$ cat config.mk
export PLATFORM = sky130hd
export DESIGN_NAME = i2c_bit_level_master
export DESIGN_NICKNAME = d
export VERILOG_FILES = /design/src/rtl/i2cbm_pkg.sv /design/src/rtl/i2cbm_core.sv /design/src/rtl/i2c_bit_level_master.sv
export SDC_FILE = /design/constraint.sdc
export NUM_CORES = 1
export LEC_CHECK = 0
export ABC_AREA = 1
export BUFFER_PORTS_ARGS = -buffer_cell sky130_fd_sc_hd__buf_2
export CORE_UTILIZATION = 50
export DETAILED_ROUTE_END_ITERATION = 8
export GPL_ROUTABILITY_DRIVEN = 0
export PLACE_DENSITY_LB_ADDON = 0.3
export SKIP_CTS_REPAIR_TIMING = 1
export SLEW_MARGIN = 20
export SYNTH_ARGS = -nofsm -noshare
export SYNTH_HDL_FRONTEND = slang
export SYNTH_SLANG_ARGS = --single-unit
$ cat constraint.sdc
create_clock -name i_clk -period 1.9 [get_ports i_clk]
set_clock_uncertainty 0.1 [all_clocks]
set_input_delay 0.38 -clock i_clk [delete_from_list [all_inputs] [get_ports i_clk]]
set_output_delay 0.38 -clock i_clk [all_outputs]
set_load 0.1 [all_outputs]
$ cat src/rtl/i2cbm_pkg.sv
// ----------------------------------------------------------------------------
// i2cbm_pkg
// Shared types and constants of the i2c bit level master.
// ----------------------------------------------------------------------------
package i2cbm_pkg;

    // register indexes of the configuration port
    localparam logic [1:0] CFG_PHASE_TICKS = 2'd0;
    localparam logic [1:0] CFG_POLL_TICKS  = 2'd1;
    localparam logic [1:0] CFG_ACK_LIMIT   = 2'd2;

    // reset values of the configuration registers
    localparam logic [15:0] PHASE_TICKS_RST = 16'd5;
    localparam logic [15:0] POLL_TICKS_RST  = 16'd1;
    localparam logic [7:0]  ACK_LIMIT_RST   = 8'd10;

    // bits per byte on the bus
    localparam logic [3:0] BYTE_BITS = 4'd8;

    // command codes
    typedef enum logic [2:0] {
        OP_START = 3'd0,
        OP_STOP  = 3'd1,
        OP_WRITE = 3'd2,
        OP_WACK  = 3'd3,
        OP_READ  = 3'd4
    } t_op;

    // sequencer steps
    typedef enum logic [4:0] {
        S_IDLE   = 5'd0,
        S_STLOW  = 5'd1,
        S_STSCL  = 5'd2,
        S_SPHIGH = 5'd3,
        S_SPEND  = 5'd4,
        S_WRRISE = 5'd5,
        S_WRFALL = 5'd6,
        S_WRNEXT = 5'd7,
        S_WARISE = 5'd8,
        S_WAPOLL = 5'd9,
        S_RDRISE = 5'd10,
        S_RDNEXT = 5'd11,
        S_ARISE  = 5'd12,
        S_AFALL  = 5'd13
    } t_step;

    // configuration registers
    typedef struct packed {
        logic [15:0] phase_ticks;
        logic [15:0] poll_ticks;
        logic [7:0]  ack_poll_limit;
    } t_cfg;

    // one input tick
    typedef struct packed {
        logic       sda_sample;
        logic       send_ack;
        logic [7:0] write_byte;
        logic [2:0] opcode;
        logic       cmd_valid;
    } t_cmd;

    // one result tick
    typedef struct packed {
        logic       ack_error;
        logic [7:0] read_byte;
        logic       done_res;
        logic       busy_res;
        logic       sda_drive;
        logic       sda_level;
        logic       scl_level;
    } t_res;

    // a zero delay counts as one tick
    function automatic logic [15:0] delay_of(input logic [15:0] d);
        delay_of = (d == 16'd0) ? 16'd1 : d;
    endfunction

endpackage

$ cat src/rtl/i2cbm_core.sv
// ----------------------------------------------------------------------------
// i2cbm_core
// Bus sequencer: holds the bit level state and advances it by one tick.
// ----------------------------------------------------------------------------
module i2cbm_core (
    input  logic              i_clk,
    input  logic              i_rst_n,
    input  logic              i_step,
    input  i2cbm_pkg::t_cmd   i_cmd,
    input  i2cbm_pkg::t_cfg   i_cfg,
    output i2cbm_pkg::t_res   o_res
);

    i2cbm_pkg::t_step r_step,   n_step;
    i2cbm_pkg::t_op   r_op,     n_op;
    logic [15:0]      r_timer,  n_timer;
    logic [3:0]       r_bits,   n_bits;
    logic [7:0]       r_shift,  n_shift;
    logic [7:0]       r_polls,  n_polls;
    logic             r_ack,    n_ack;
    logic             r_scl,    n_scl;
    logic             r_sda,    n_sda;
    logic             r_drv,    n_drv;
    logic [7:0]       r_rd,     n_rd;
    logic             r_err,    n_err;
    logic             n_done;

    // next state for one tick
    always_comb begin
        logic [3:0]  bits_inc;
        logic [7:0]  shift_up;
        logic [15:0] phase_d;
        logic [15:0] poll_d;

        bits_inc = r_bits + 4'd1;
        shift_up = {r_shift[6:0], 1'b0};
        phase_d  = i2cbm_pkg::delay_of(i_cfg.phase_ticks);
        poll_d   = i2cbm_pkg::delay_of(i_cfg.poll_ticks);

        n_step  = r_step;
        n_op    = r_op;
        n_timer = r_timer;
        n_bits  = r_bits;
        n_shift = r_shift;
        n_polls = r_polls;
        n_ack   = r_ack;
        n_scl   = r_scl;
        n_sda   = r_sda;
        n_drv   = r_drv;
        n_rd    = r_rd;
        n_err   = r_err;
        n_done  = 1'b0;

        if (r_step == i2cbm_pkg::S_IDLE) begin
            // take a command only while idle
            if (i_cmd.cmd_valid && (i_cmd.opcode <= i2cbm_pkg::OP_READ)) begin
                n_op    = i2cbm_pkg::t_op'(i_cmd.opcode);
                n_bits  = 4'd0;
                n_polls = 8'd0;
                n_timer = phase_d;
                case (i_cmd.opcode)
                    i2cbm_pkg::OP_START: begin
                        n_drv  = 1'b1; n_scl = 1'b1; n_sda = 1'b1;
                        n_step = i2cbm_pkg::S_STLOW;
                    end
                    i2cbm_pkg::OP_STOP: begin
                        n_drv  = 1'b1; n_scl = 1'b1; n_sda = 1'b0;
                        n_step = i2cbm_pkg::S_SPHIGH;
                    end
                    i2cbm_pkg::OP_WRITE: begin
                        n_drv   = 1'b1; n_scl = 1'b0;
                        n_shift = i_cmd.write_byte;
                        n_sda   = i_cmd.write_byte[7];
                        n_step  = i2cbm_pkg::S_WRRISE;
                    end
                    i2cbm_pkg::OP_WACK: begin
                        n_drv  = 1'b0; n_sda = 1'b1;
                        n_step = i2cbm_pkg::S_WARISE;
                    end
                    default: begin
                        n_ack   = i_cmd.send_ack;
                        n_shift = 8'd0;
                        n_drv   = 1'b0; n_scl = 1'b0;
                        n_step  = i2cbm_pkg::S_RDRISE;
                    end
                endcase
            end
        end else if (r_timer > 16'd1) begin
            // count down the current delay
            n_timer = r_timer - 16'd1;
        end else begin
            // delay over: next bus action
            n_timer = 16'd0;
            case (r_step)
                i2cbm_pkg::S_STLOW: begin
                    n_sda = 1'b0; n_timer = phase_d; n_step = i2cbm_pkg::S_STSCL;
                end
                i2cbm_pkg::S_STSCL: begin
                    n_scl = 1'b0; n_step = i2cbm_pkg::S_IDLE; n_done = 1'b1;
                end
                i2cbm_pkg::S_SPHIGH: begin
                    n_sda = 1'b1; n_timer = phase_d; n_step = i2cbm_pkg::S_SPEND;
                end
                i2cbm_pkg::S_SPEND: begin
                    if (r_op == i2cbm_pkg::OP_WACK) begin
                        n_err = 1'b1;
                    end
                    n_step = i2cbm_pkg::S_IDLE; n_done = 1'b1;
                end
                i2cbm_pkg::S_WRRISE: begin
                    n_scl = 1'b1; n_timer = phase_d; n_step = i2cbm_pkg::S_WRFALL;
                end
                i2cbm_pkg::S_WRFALL: begin
                    n_scl = 1'b0; n_timer = phase_d; n_step = i2cbm_pkg::S_WRNEXT;
                end
                i2cbm_pkg::S_WRNEXT: begin
                    n_shift = shift_up;
                    n_bits  = bits_inc;
                    if (bits_inc >= i2cbm_pkg::BYTE_BITS) begin
                        n_step = i2cbm_pkg::S_IDLE; n_done = 1'b1;
                    end else begin
                        n_sda   = shift_up[7];
                        n_timer = phase_d;
                        n_step  = i2cbm_pkg::S_WRRISE;
                    end
                end
                i2cbm_pkg::S_WARISE: begin
                    n_scl = 1'b1; n_timer = phase_d; n_step = i2cbm_pkg::S_WAPOLL;
                end
                i2cbm_pkg::S_WAPOLL: begin
                    if (!i_cmd.sda_sample) begin
                        n_scl = 1'b0; n_err = 1'b0;
                        n_step = i2cbm_pkg::S_IDLE; n_done = 1'b1;
                    end else if (r_polls >= i_cfg.ack_poll_limit) begin
                        // timeout: run a stop
                        n_drv   = 1'b1; n_scl = 1'b1; n_sda = 1'b0;
                        n_timer = phase_d;
                        n_step  = i2cbm_pkg::S_SPHIGH;
                    end else begin
                        n_polls = r_polls + 8'd1;
                        n_timer = poll_d;
                        n_step  = i2cbm_pkg::S_WAPOLL;
                    end
                end
                i2cbm_pkg::S_RDRISE: begin
                    n_scl   = 1'b1;
                    n_shift = {r_shift[6:0], i_cmd.sda_sample};
                    n_timer = phase_d;
                    n_step  = i2cbm_pkg::S_RDNEXT;
                end
                i2cbm_pkg::S_RDNEXT: begin
                    n_bits  = bits_inc;
                    n_scl   = 1'b0;
                    n_timer = phase_d;
                    if (bits_inc >= i2cbm_pkg::BYTE_BITS) begin
                        n_rd   = r_shift;
                        n_drv  = 1'b1;
                        n_sda  = !r_ack;
                        n_step = i2cbm_pkg::S_ARISE;
                    end else begin
                        n_step = i2cbm_pkg::S_RDRISE;
                    end
                end
                i2cbm_pkg::S_ARISE: begin
                    n_scl = 1'b1; n_timer = phase_d; n_step = i2cbm_pkg::S_AFALL;
                end
                i2cbm_pkg::S_AFALL: begin
                    n_scl = 1'b0; n_step = i2cbm_pkg::S_IDLE; n_done = 1'b1;
                end
                default: begin
                    n_step = i2cbm_pkg::S_IDLE; n_done = 1'b1;
                end
            endcase
        end
    end

    // sequencer state, advanced once per accepted tick
    always_ff @(posedge i_clk) begin
        if (!i_rst_n) begin
            r_step  <= i2cbm_pkg::S_IDLE;
            r_op    <= i2cbm_pkg::OP_START;
            r_timer <= 16'd0;
            r_bits  <= 4'd0;
            r_shift <= 8'd0;
            r_polls <= 8'd0;
            r_ack   <= 1'b0;
            r_scl   <= 1'b1;
            r_sda   <= 1'b1;
            r_drv   <= 1'b1;
            r_rd    <= 8'd0;
            r_err   <= 1'b0;
        end else if (i_step) begin
            r_step  <= n_step;
            r_op    <= n_op;
            r_timer <= n_timer;
            r_bits  <= n_bits;
            r_shift <= n_shift;
            r_polls <= n_polls;
            r_ack   <= n_ack;
            r_scl   <= n_scl;
            r_sda   <= n_sda;
            r_drv   <= n_drv;
            r_rd    <= n_rd;
            r_err   <= n_err;
        end
    end

    // result of this tick, seen after the update
    always_comb begin
        o_res.scl_level = n_scl;
        o_res.sda_level = n_sda;
        o_res.sda_drive = n_drv;
        o_res.busy_res  = (n_step != i2cbm_pkg::S_IDLE);
        o_res.done_res  = n_done;
        o_res.read_byte = n_rd;
        o_res.ack_error = n_err;
    end

endmodule

$ cat src/rtl/i2c_bit_level_master.sv
// ----------------------------------------------------------------------------
// i2c_bit_level_master
// Tick driven i2c master: start, stop, write byte, wait ack, read byte.
// ----------------------------------------------------------------------------
// Each beat on the slave stream is one bus tick; it may carry a command,
// taken only while the sequencer is idle, and always carries the sampled
// SDA level. Every accepted beat yields exactly one result beat on the
// master stream with the SCL/SDA levels, SDA direction, busy and done
// flags, the last read byte and the acknowledge error flag after that tick.
// A result beat is registered, valid in the cycle after its input beat; one beat
// is taken every cycle unless the receiver stalls, step and result register sharing it.
// Bus timing is counted in beats: each phase lasts phase_ticks beats and
// acknowledge polls are poll_ticks beats apart (zero counts as one).
// The user writes configuration through the plain write port only while idle;
// the block does not enforce this. A synchronous active-low reset puts the
// sequencer idle with SCL high and SDA driven high, and loads the register
// defaults (5, 1, 10). When the receiver stalls, the result register holds
// its beat; the slave side stops accepting until it is taken, so no tick is lost.
// ----------------------------------------------------------------------------
module i2c_bit_level_master (
    input  logic        i_clk,
    input  logic        i_rst_n,
    // slave stream
    input  logic        i_s_tvalid,
    output logic        o_s_tready,
    // cmd_valid, opcode[2:0], write_byte[7:0], send_ack, sda_sample, pad
    input  logic [15:0] i_s_tdata,
    // master stream
    output logic        o_m_tvalid,
    input  logic        i_m_tready,
    // scl_level, sda_level, sda_drive, busy_res, done_res, read_byte[7:0],
    // ack_error, pad
    output logic [15:0] o_m_tdata,
    // configuration write port
    input  logic        i_cfg_wr_en,
    input  logic [1:0]  i_cfg_addr,
    input  logic [15:0] i_cfg_wdata
);

    i2cbm_pkg::t_cfg r_cfg;
    i2cbm_pkg::t_cmd w_cmd;
    i2cbm_pkg::t_res w_res;
    i2cbm_pkg::t_res r_res;
    logic            r_out_vld;
    logic            w_take;

    // configuration registers
    always_ff @(posedge i_clk) begin
        if (!i_rst_n) begin
            r_cfg.phase_ticks    <= i2cbm_pkg::PHASE_TICKS_RST;
            r_cfg.poll_ticks     <= i2cbm_pkg::POLL_TICKS_RST;
            r_cfg.ack_poll_limit <= i2cbm_pkg::ACK_LIMIT_RST;
        end else if (i_cfg_wr_en) begin
            priority case (i_cfg_addr)
                i2cbm_pkg::CFG_PHASE_TICKS: r_cfg.phase_ticks    <= i_cfg_wdata;
                i2cbm_pkg::CFG_POLL_TICKS:  r_cfg.poll_ticks     <= i_cfg_wdata;
                i2cbm_pkg::CFG_ACK_LIMIT:   r_cfg.ack_poll_limit <= i_cfg_wdata[7:0];
                default: ;
            endcase
        end
    end

    // input beat unpacking
    assign w_cmd = i2cbm_pkg::t_cmd'(i_s_tdata[13:0]);

    // accept whenever the result register is free or draining
    assign o_s_tready = !r_out_vld || i_m_tready;
    assign w_take     = i_s_tvalid && o_s_tready;

    i2cbm_core u_core (
        .i_clk   (i_clk),
        .i_rst_n (i_rst_n),
        .i_step  (w_take),
        .i_cmd   (w_cmd),
        .i_cfg   (r_cfg),
        .o_res   (w_res)
    );

    // result register
    always_ff @(posedge i_clk) begin
        if (!i_rst_n) begin
            r_out_vld <= 1'b0;
        end else if (w_take) begin
            r_out_vld <= 1'b1;
        end else if (i_m_tready) begin
            r_out_vld <= 1'b0;
        end
    end

    always_ff @(posedge i_clk) begin
        if (w_take) begin
            r_res <= w_res;
        end
    end

    assign o_m_tvalid = r_out_vld;
    assign o_m_tdata  = {2'b00, r_res};

endmodule

# After elaboration in Yosys (flattened, before gate mapping)
# Cells that the tools add are included.
[word_totals]
register_bits = 112
out_inout_bits = 18
in_bits = 39
[op_classes]
magnitude_cmp = 4
reduce_logical = 35
mux = 71
eq_ne = 23
n_addsub = 3
bitwise = 1
[ops]
columns = ["operator", "n"]
rows = [
  ["$mux W16", 8],
  ["$mux W8", 13],
  ["$pmux W5 S10", 1],
  ["$pmux W16 S3", 1],
  ["$logic_not A16 Y1", 2],
  ["$pmux W8 S2", 2],
  ["$eq A5 B4 Y1 const B", 6],
  ["$mux W1", 27],
  ["$eq A5 B3 Y1 const B", 4],
  ["$mux W4", 5],
  ["$mux W5", 4],
  ["$gt A16 B1 Y1 const B", 1],
  ["$pmux W4 S4", 1],
  ["$sub A16 B1 Y16 const B", 1],
  ["$reduce_or A4 Y1", 3],
  ["$eq A5 B2 Y1 const B", 2],
  ["$eq A3 B2 Y1 const B", 3],
  ["$pmux W1 S3", 3],
  ["$add A8 B1 Y8 const B", 1],
  ["$ge A8 B8 Y1", 1],
  ["$reduce_and A2 Y1", 4],
  ["$reduce_and A4 Y1", 2],
  ["$reduce_bool A2 Y1", 4],
  ["$reduce_or A2 Y1", 4],
  ["other kinds (26)", 34],
]

# Logic depth before layout (Yosys ltp)
# Gate-level depths: netlist of run 1.
[logic_depth]
word_depth = 7
depth_mapped = 17
ltp_nobuf = 17

# By module
# From an unflattened synthesis of run 1, not the netlist that was laid out.
[unflattened]
hier_cells = 977
hier_area_um2 = 6613.8
[modules_own_cells]
columns = ["mod", "seq_area_each_um2", "n_inst", "area_per_inst_um2", "cells_each"]
rows = [
  ["i2cbm_core", 1141.1, 1, 4396.7, 703],
  ["i2c_bit_level_master", 1241.2, 1, 2217.1, 274],
]

# Worst setup path after synthesis of run 1
# OpenSTA, ideal clock, no wires.
[synth_path]
path_kind = "flip-flop to flip-flop"
start = "register r_out_vld, in the netlist o_m_tvalid"
end = "register u_core.r_rd[3]"
n_path_buf = 1
setup_ps = 113
stages_incl_launch_ff = 9
t_arrival_ps = 3182
t_required_ps = 1687
setup_slack_ps = -1496
synth_period_minus_slack_ps = 3396
path_cell_list = "dfxtp_1 > nand2_1 > nand2_1 > clkinv_1 > clkbuf_1 > nor2_1 > nor2_1 > o21ai_1 > inv_1"
[synth_via]
elab_chain_len = 3
[synth_lines]
columns = ["item", "line_no", "rtl"]
rows = [
  ["from (decl)", "i2c_bit_level_master.sv:44", "logic r_out_vld;"],
  ["from (signal assigned)", "i2c_bit_level_master.sv:82", "r_out_vld <= 1'b0;"],
  ["from (signal assigned)", "i2c_bit_level_master.sv:84", "r_out_vld <= 1'b1;"],
  ["from (signal assigned)", "i2c_bit_level_master.sv:86", "r_out_vld <= 1'b0;"],
  ["$logic_not A1 Y1", "i2c_bit_level_master.sv:67", "assign o_s_tready = !r_out_vld || i_m_tready;"],
  ["$logic_or A1 B1 Y1", "i2c_bit_level_master.sv:67", ""],
  ["net o_s_tready", "i2c_bit_level_master.sv:25", "output logic o_s_tready,"],
  ["$logic_and A1 B1 Y1", "i2c_bit_level_master.sv:68", "assign w_take = i_s_tvalid && o_s_tready;"],
  ["net u_core.i_step", "i2cbm_core.sv:8", "input logic i_step,"],
  ["to (signal assigned)", "i2cbm_core.sv:203", "r_rd <= n_rd;"],
  ["to (decl)", "i2cbm_core.sv:24", "logic [7:0] r_rd, n_rd;"],
]
# The timed path passes the listed nets, and every way through them passes these cells.
# A chain may end at the register's enable or synchronous reset.

==> impl_metrics.json, run 1 <==
{
  "run_status": "finished, violations left",
  "cellLeakagePower_nw": 3.83,
  "cts_root_buf": "clkbuf_16",
  "finalCriticalPeriod_ns": 1.99,
  "timing.fmax_ghz": 0.501,
  "crit_required_ns": 1.92,
  "grt_usage_pct": 27.8,
  "yosys_warnings": 0,
  "dieArea_mm2": 0.0131,
  "critPathMaxStageDelay_ns": 0.34,
  "grtUsageMet2_pct": 43.2,
  "clk_pin_slew_ns": 0.08,
  "crit_type": "flop to flop",
  "firstDrtPassIters": 5,
  "finalHoldViolations": 0,
  "cts_sinks": 112,
  "avgSynthCellArea_um2": 6.87,
  "antenna_found_initial": 0,
  "syn-cell-area_mm2": 0.00630,
  "fp.coreArea_mm2": 0.0122,
  "multi_input_area_mm2": 0.00390,
  "start_kind": "flop",
  "diodes": 0,
  "first_iter_violations": 752,
  "powerDensity_mw_per_mm2": 786,
  "final_area_mm2": 0.00864,
  "worstMarginPinSlew_ns": 0.701,
  "violations": "setup timing",
  "peakVddDrop_v": 0.000595,
  "io_pins": 57,
  "wl_per_cell_um": 15.5,
  "busiest_layer": "met2",
  "synth-seq-cells": 112,
  "maxSlewViolCount": 0,
  "hold_path.class": "input port to flop",
  "grt_max_degree": 52,
  "met1_usage_pct": 38.9,
  "die_w_um": 114,
  "place_area_mm2": 0.00754,
  "grt_pass1_vias": 5896,
  "route.vias.total": 6894,
  "clock_latency_ns": 0.37,
  "cts_buffers": 9,
  "synth_common_cells": "nand2_1, nor2_1, inv_1",
  "initial_core_util_pct": 51.8,
  "rows": 40,
  "total_power_mw": 6.79,
  "worst_slack_ns": -0.0942,
  "post-route-util_pct": 71.1,
  "drc": 0,
  "synth-main-ff-cell": "dfxtp_1",
  "wirelength_um": 19600,
  "cts.path.max_buffers": 2,
  "fp.dieH_um": 114,
  "regArea_mm2": 0.00242,
  "numPortBuffers": 52,
  "critPathSlowestCell": "dfxtp_2",
  "drive_gt1_share_pct": 34.5,
  "dpl_worst_slack_ns": -0.296,
  "synth_edf_count": 14,
  "setup-tns-final_ns": -0.895,
  "cp.arrival_ns": 2.01,
  "area_growth_pct": 37.2,
  "path_common_cell": "nand2_2",
  "yosys.area.top_type_share_pct": 31.1,
  "synthDistinctLibCells": 45,
  "syn_inst": 917,
  "synthArstFlopShare_pct": 0,
  "dp_hpwl_um": 13100,
  "path_cells": "ha_4, nand2_2, nand2_1, nand2_2, nand2_2, nand2_4, nand3_2, nand2_4, buf_6, nand3_2, nand2_2, nand2_4, nor2_2, nand2_1",
  "vias_per_cell": 5.48,
  "rsz0062_at_grt": "yes",
  "ctsHtreeMaxLevel": 3,
  "grt-ovfl-total": 0,
  "synth_seq_area_share_pct": 37.8,
  "yosysMostFrequentCell": "nand2_1",
  "slew_headroom_pct": 53.2,
  "grt_pass1_wl_um": 28400,
  "ant_nets": 0,
  "setup_viol": 22,
  "use_met3_pct": 4.39,
  "synth_area_leaders": "dfxtp_1, nand2_1, o21ai_0",
  "fillers": 921,
  "finalCritPeriodShare_pct": 105,
  "cp-end-kind": "flop",
  "cts_tree": "done",
  "nets": 1137,
  "maxCapViolCount": 0,
  "yosysTopAreaCell": "dfxtp_1",
  "worst-path-max-fanout": 3
}
==> logic make-up (layout without fill, tap and decap cells) <==
logic type	count (synthesis)	in the layout	synth area share, %
AO/OA/AOI/OAI	225	225	19.5
XOR/XNOR	12	12	1.67
adder cells (fa/ha/maj)	12	12	2.38
buffers and inverters	153	323	9.99
flip-flops	112	112	37.8
other	1	2	0.0595
AND/OR/NAND/NOR	402	404	28.6
==> routing by layer <==
metal	part of all wire [%]	routed length [µm]	vias to the layer above
met3	8.5	1670	38
met1	44	8510	3128
met4	2.2	436	0
met5	0	0	-
li1	-	-	3357
met2	46	8940	371
==> registers in the layout, summed over array words and instances, names as in the netlist <==
signal	cells
u_core.r_ack	1
o_m_tdata	14
u_core.r_shift	8
u_core.r_timer	16
u_core.r_sda	1
u_core.r_step	5
u_core.r_scl	1
u_core.r_polls	8
o_m_tvalid	1
u_core.r_drv	1
u_core.r_op	3
u_core.r_bits	4
r_cfg	40
u_core.r_err	1
u_core.r_rd	8
==> worst paths after layout <==
kind	end	slack (ns)	cells after the start	start
max reg2reg	o_m_tdata[3]	-0.09	14	u_core.r_polls[1]
max	o_m_tdata[3]	-0.09	14	u_core.r_polls[1]
min	r_cfg[18]	0.15	3	i_cfg_wdata[10]
min reg2reg	r_cfg[22]	0.38	2	r_cfg[22]
==> cell type report <==
cell class,instances,share of cell area (%)
Clock inverter,5,0.405
Tap cell,168,2.43
Multi-Input combinational cell,655,45.1
Sequential cell,112,28.0
Timing Repair Buffer,188,16.0
Clock buffer,10,2.65
Inverter,120,5.36
==> through the flow <==
stage               hold slack, ns  cells
floorplan                    0.330    918
global placement             0.348   1219
detailed placement           0.355   1219
CTS                          0.147   1234
global route                 0.161   1258
finish                       0.155   1258
==> placed cells by master, fill, tap and decap left out, types with 12 or more instances in the layout <==
cell / synthesis / final
nor2_4: 6 / 16
nand2_1: 171 / 139
nor2_1: 116 / 103
buf_4: 5 / 120
o21ai_1: 16 / 17
buf_2: 5 / 51
nand2_2: 10 / 28
inv_1: 112 / 100
o21ai_2: 8 / 16
buf_6: 4 / 12
o21ai_0: 89 / 77
a21oi_1: 84 / 75
nand4_1: 12 / 12
edfxtp_1: 14 / 14
nor2_2: 11 / 14
nand3_1: 50 / 41
dfxtp_2: 0 / 18
dfxtp_1: 98 / 76
nand2_4: 2 / 15
==> where the power goes <==
group / internal [mW] / leakage, nW / switching, mW
registers: 2.56 / 0.948 / 0.118
logic: 0.874 / 2.75 / 1.44
clock network: 0.886 / 0.129 / 0.912
total: 4.32 / 3.83 / 2.47
==> worst max-delay path, delay by kind of cell, from the launching register on <==
kind	cells	cell delay (ns)
flip-flops	1	0.34
adder cells (fa/ha/maj)	1	0.25
buffers and inverters	1	0.11
AND/OR/NAND/NOR	12	0.94
Note: power is estimated with default switching activity, not from simulation.
==> run 2: changes to the inputs <==
Settings changed: SKIP_LAST_GASP set to 1.
==> impl_metrics.json, run 2 (synthesis results as in run 1) <==
{
  "crit_family": "simple AND/OR/NAND/NOR gates",
  "cts.path.max_buffers": 2,
  "antenna_found_initial": 0,
  "path_common_cell": "nand2_2",
  "critPathMaxStageDelay_ns": 0.35,
  "dp_cells": 1219,
  "timing.fmax_ghz": 0.502,
  "dieArea_mm2": 0.0131,
  "finalCriticalPeriod_ns": 1.99,
  "largest_register": "r_cfg",
  "route.vias.total": 6913,
  "fp.dieH_um": 114,
  "io_pins": 57,
  "nets": 1137,
  "r2r_setup_slack_ns": -0.09,
  "wl_per_cell_um": 15.5,
  "powerDensity_mw_per_mm2": 785,
  "clock_latency_ns": 0.37,
  "initial_core_util_pct": 51.8,
  "cellLeakagePower_nw": 3.82,
  "ant_nets": 0,
  "maxCapViolCount": 0,
  "run_status": "finished, violations left",
  "start_kind": "flop",
  "clk_pin_slew_ns": 0.08,
  "peakVddDrop_v": 0.000599,
  "dpl_worst_slack_ns": -0.296,
  "fillers": 922,
  "worst_slack_ns": -0.0935,
  "finalCritPeriodShare_pct": 105,
  "multi_input_area_mm2": 0.00389,
  "die_w_um": 114,
  "post-route-util_pct": 70.9,
  "vias_per_cell": 5.50,
  "regArea_mm2": 0.00242,
  "cts_root_buf": "clkbuf_16",
  "largest_register_ffs": 40,
  "final_common_cell": "nand2_1",
  "drive_gt1_share_pct": 34.4,
  "drc": 0,
  "setup_viol": 24,
  "first_iter_violations": 761,
  "crit_type": "flop to flop",
  "final_area_mm2": 0.00863,
  "slew_headroom_pct": 53.5,
  "cts_sinks": 112,
  "grt-ovfl-total": 0,
  "final_cell_mix": "nand2_1, buf_4, nor2_1",
  "grt_max_degree": 52,
  "r2r-start": "u_core.r_polls[1]",
  "worstSetupPathDepth": 14,
  "rsz0062_at_grt": "yes",
  "diodes": 0,
  "cts_tree": "done",
  "cp-endpoint": "o_m_tdata[3]",
  "rows": 40,
  "wirelength_um": 19500,
  "area_growth_pct": 36.9,
  "numPortBuffers": 52,
  "place_area_mm2": 0.00754,
  "fp.coreArea_mm2": 0.0122,
  "grt_pass1_vias": 5896,
  "worst-path-max-fanout": 3,
  "finalHoldViolations": 0,
  "violations": "setup timing",
  "path_buf_inv": 1,
  "dp_hpwl_um": 13100,
  "r2r_cells": 14,
  "hold_path.class": "input port to flop",
  "cp.arrival_ns": 2.01,
  "worstMarginPinSlew_ns": 0.697,
  "firstDrtPassIters": 7,
  "path_cells": "ha_4, nand2_2, nand2_1, nand2_2, nand2_2, nand2_4, nand3_2, nand2_4, buf_6, nand3_2, nand2_2, nand2_4, nor2_2, nand2_1",
  "critical_path.reg2reg.endpoint": "o_m_tdata[3]",
  "crit_start": "u_core.r_polls[1]",
  "grt_usage_pct": 27.8,
  "layout.cells.non_filler": 1258,
  "cp-end-kind": "flop",
  "cts_buffers": 9,
  "maxSlewViolCount": 0,
  "critPathSlowestCell": "dfxtp_2",
  "crit_required_ns": 1.91,
  "setup-tns-final_ns": -1.04,
  "ctsHtreeMaxLevel": 3,
  "grt_pass1_wl_um": 28400
}
## run 2: metrics by stage
step,hold WS [ns],power [mW]
floorplan,0.330,3.98
global placement,0.348,4.67
detailed placement,0.355,4.70
CTS,0.147,6.44
global route,0.161,7.06
finish,0.156,6.77
## run 2: worst min-delay path by stage
stage | startpoint | endpoint | slack, ns | cells after the start
2_1_floorplan | u_core.r_op[2] | u_core.r_op[2] | 0.33 | 2
3_3_place_gp | u_core.r_polls[0] | u_core.r_polls[0] | 0.35 | 1
3_5_place_dp | u_core.r_polls[0] | u_core.r_polls[0] | 0.36 | 1
4_1_cts | i_cfg_wdata[10] | r_cfg[18] | 0.15 | 3
5_1_grt | i_cfg_wdata[15] | r_cfg[23] | 0.16 | 3
6_report | i_cfg_wdata[10] | r_cfg[18] | 0.16 | 3
## run 2: tightest hold or removal path, stage by stage
cell    delay [ns]
buf_2         0.09
nor2_1        0.04
nor2_1        0.08
## run 2: area by class of cell
type,count,area share (%)
clock buffers,10,2.65
clock inverters,5,0.406
inverters,120,5.34
multi-input cells,655,45.1
flip-flops and latches,112,28.0
well taps,168,2.44
repair buffers,188,16.1
## run 2: where the power goes
part           total, mW  leakage, nW  switching, mW  internal, mW
sequential          2.68        0.948          0.117          2.56
combinational       2.30         2.75           1.43         0.870
clock               1.79        0.129          0.900         0.886
## run 2: per-layer routing
| layer | up-vias | global-route usage, % | wire [µm] |
|---|---|---|---|
| li1 | 3357 | - | - |
| met1 | 3165 | 38.9 | 8510 |
| met2 | 351 | 43.2 | 8960 |
| met3 | 40 | 4.39 | 1610 |
| met4 | 0 | 10.5 | 428 |
| met5 | - | 0 | 0 |
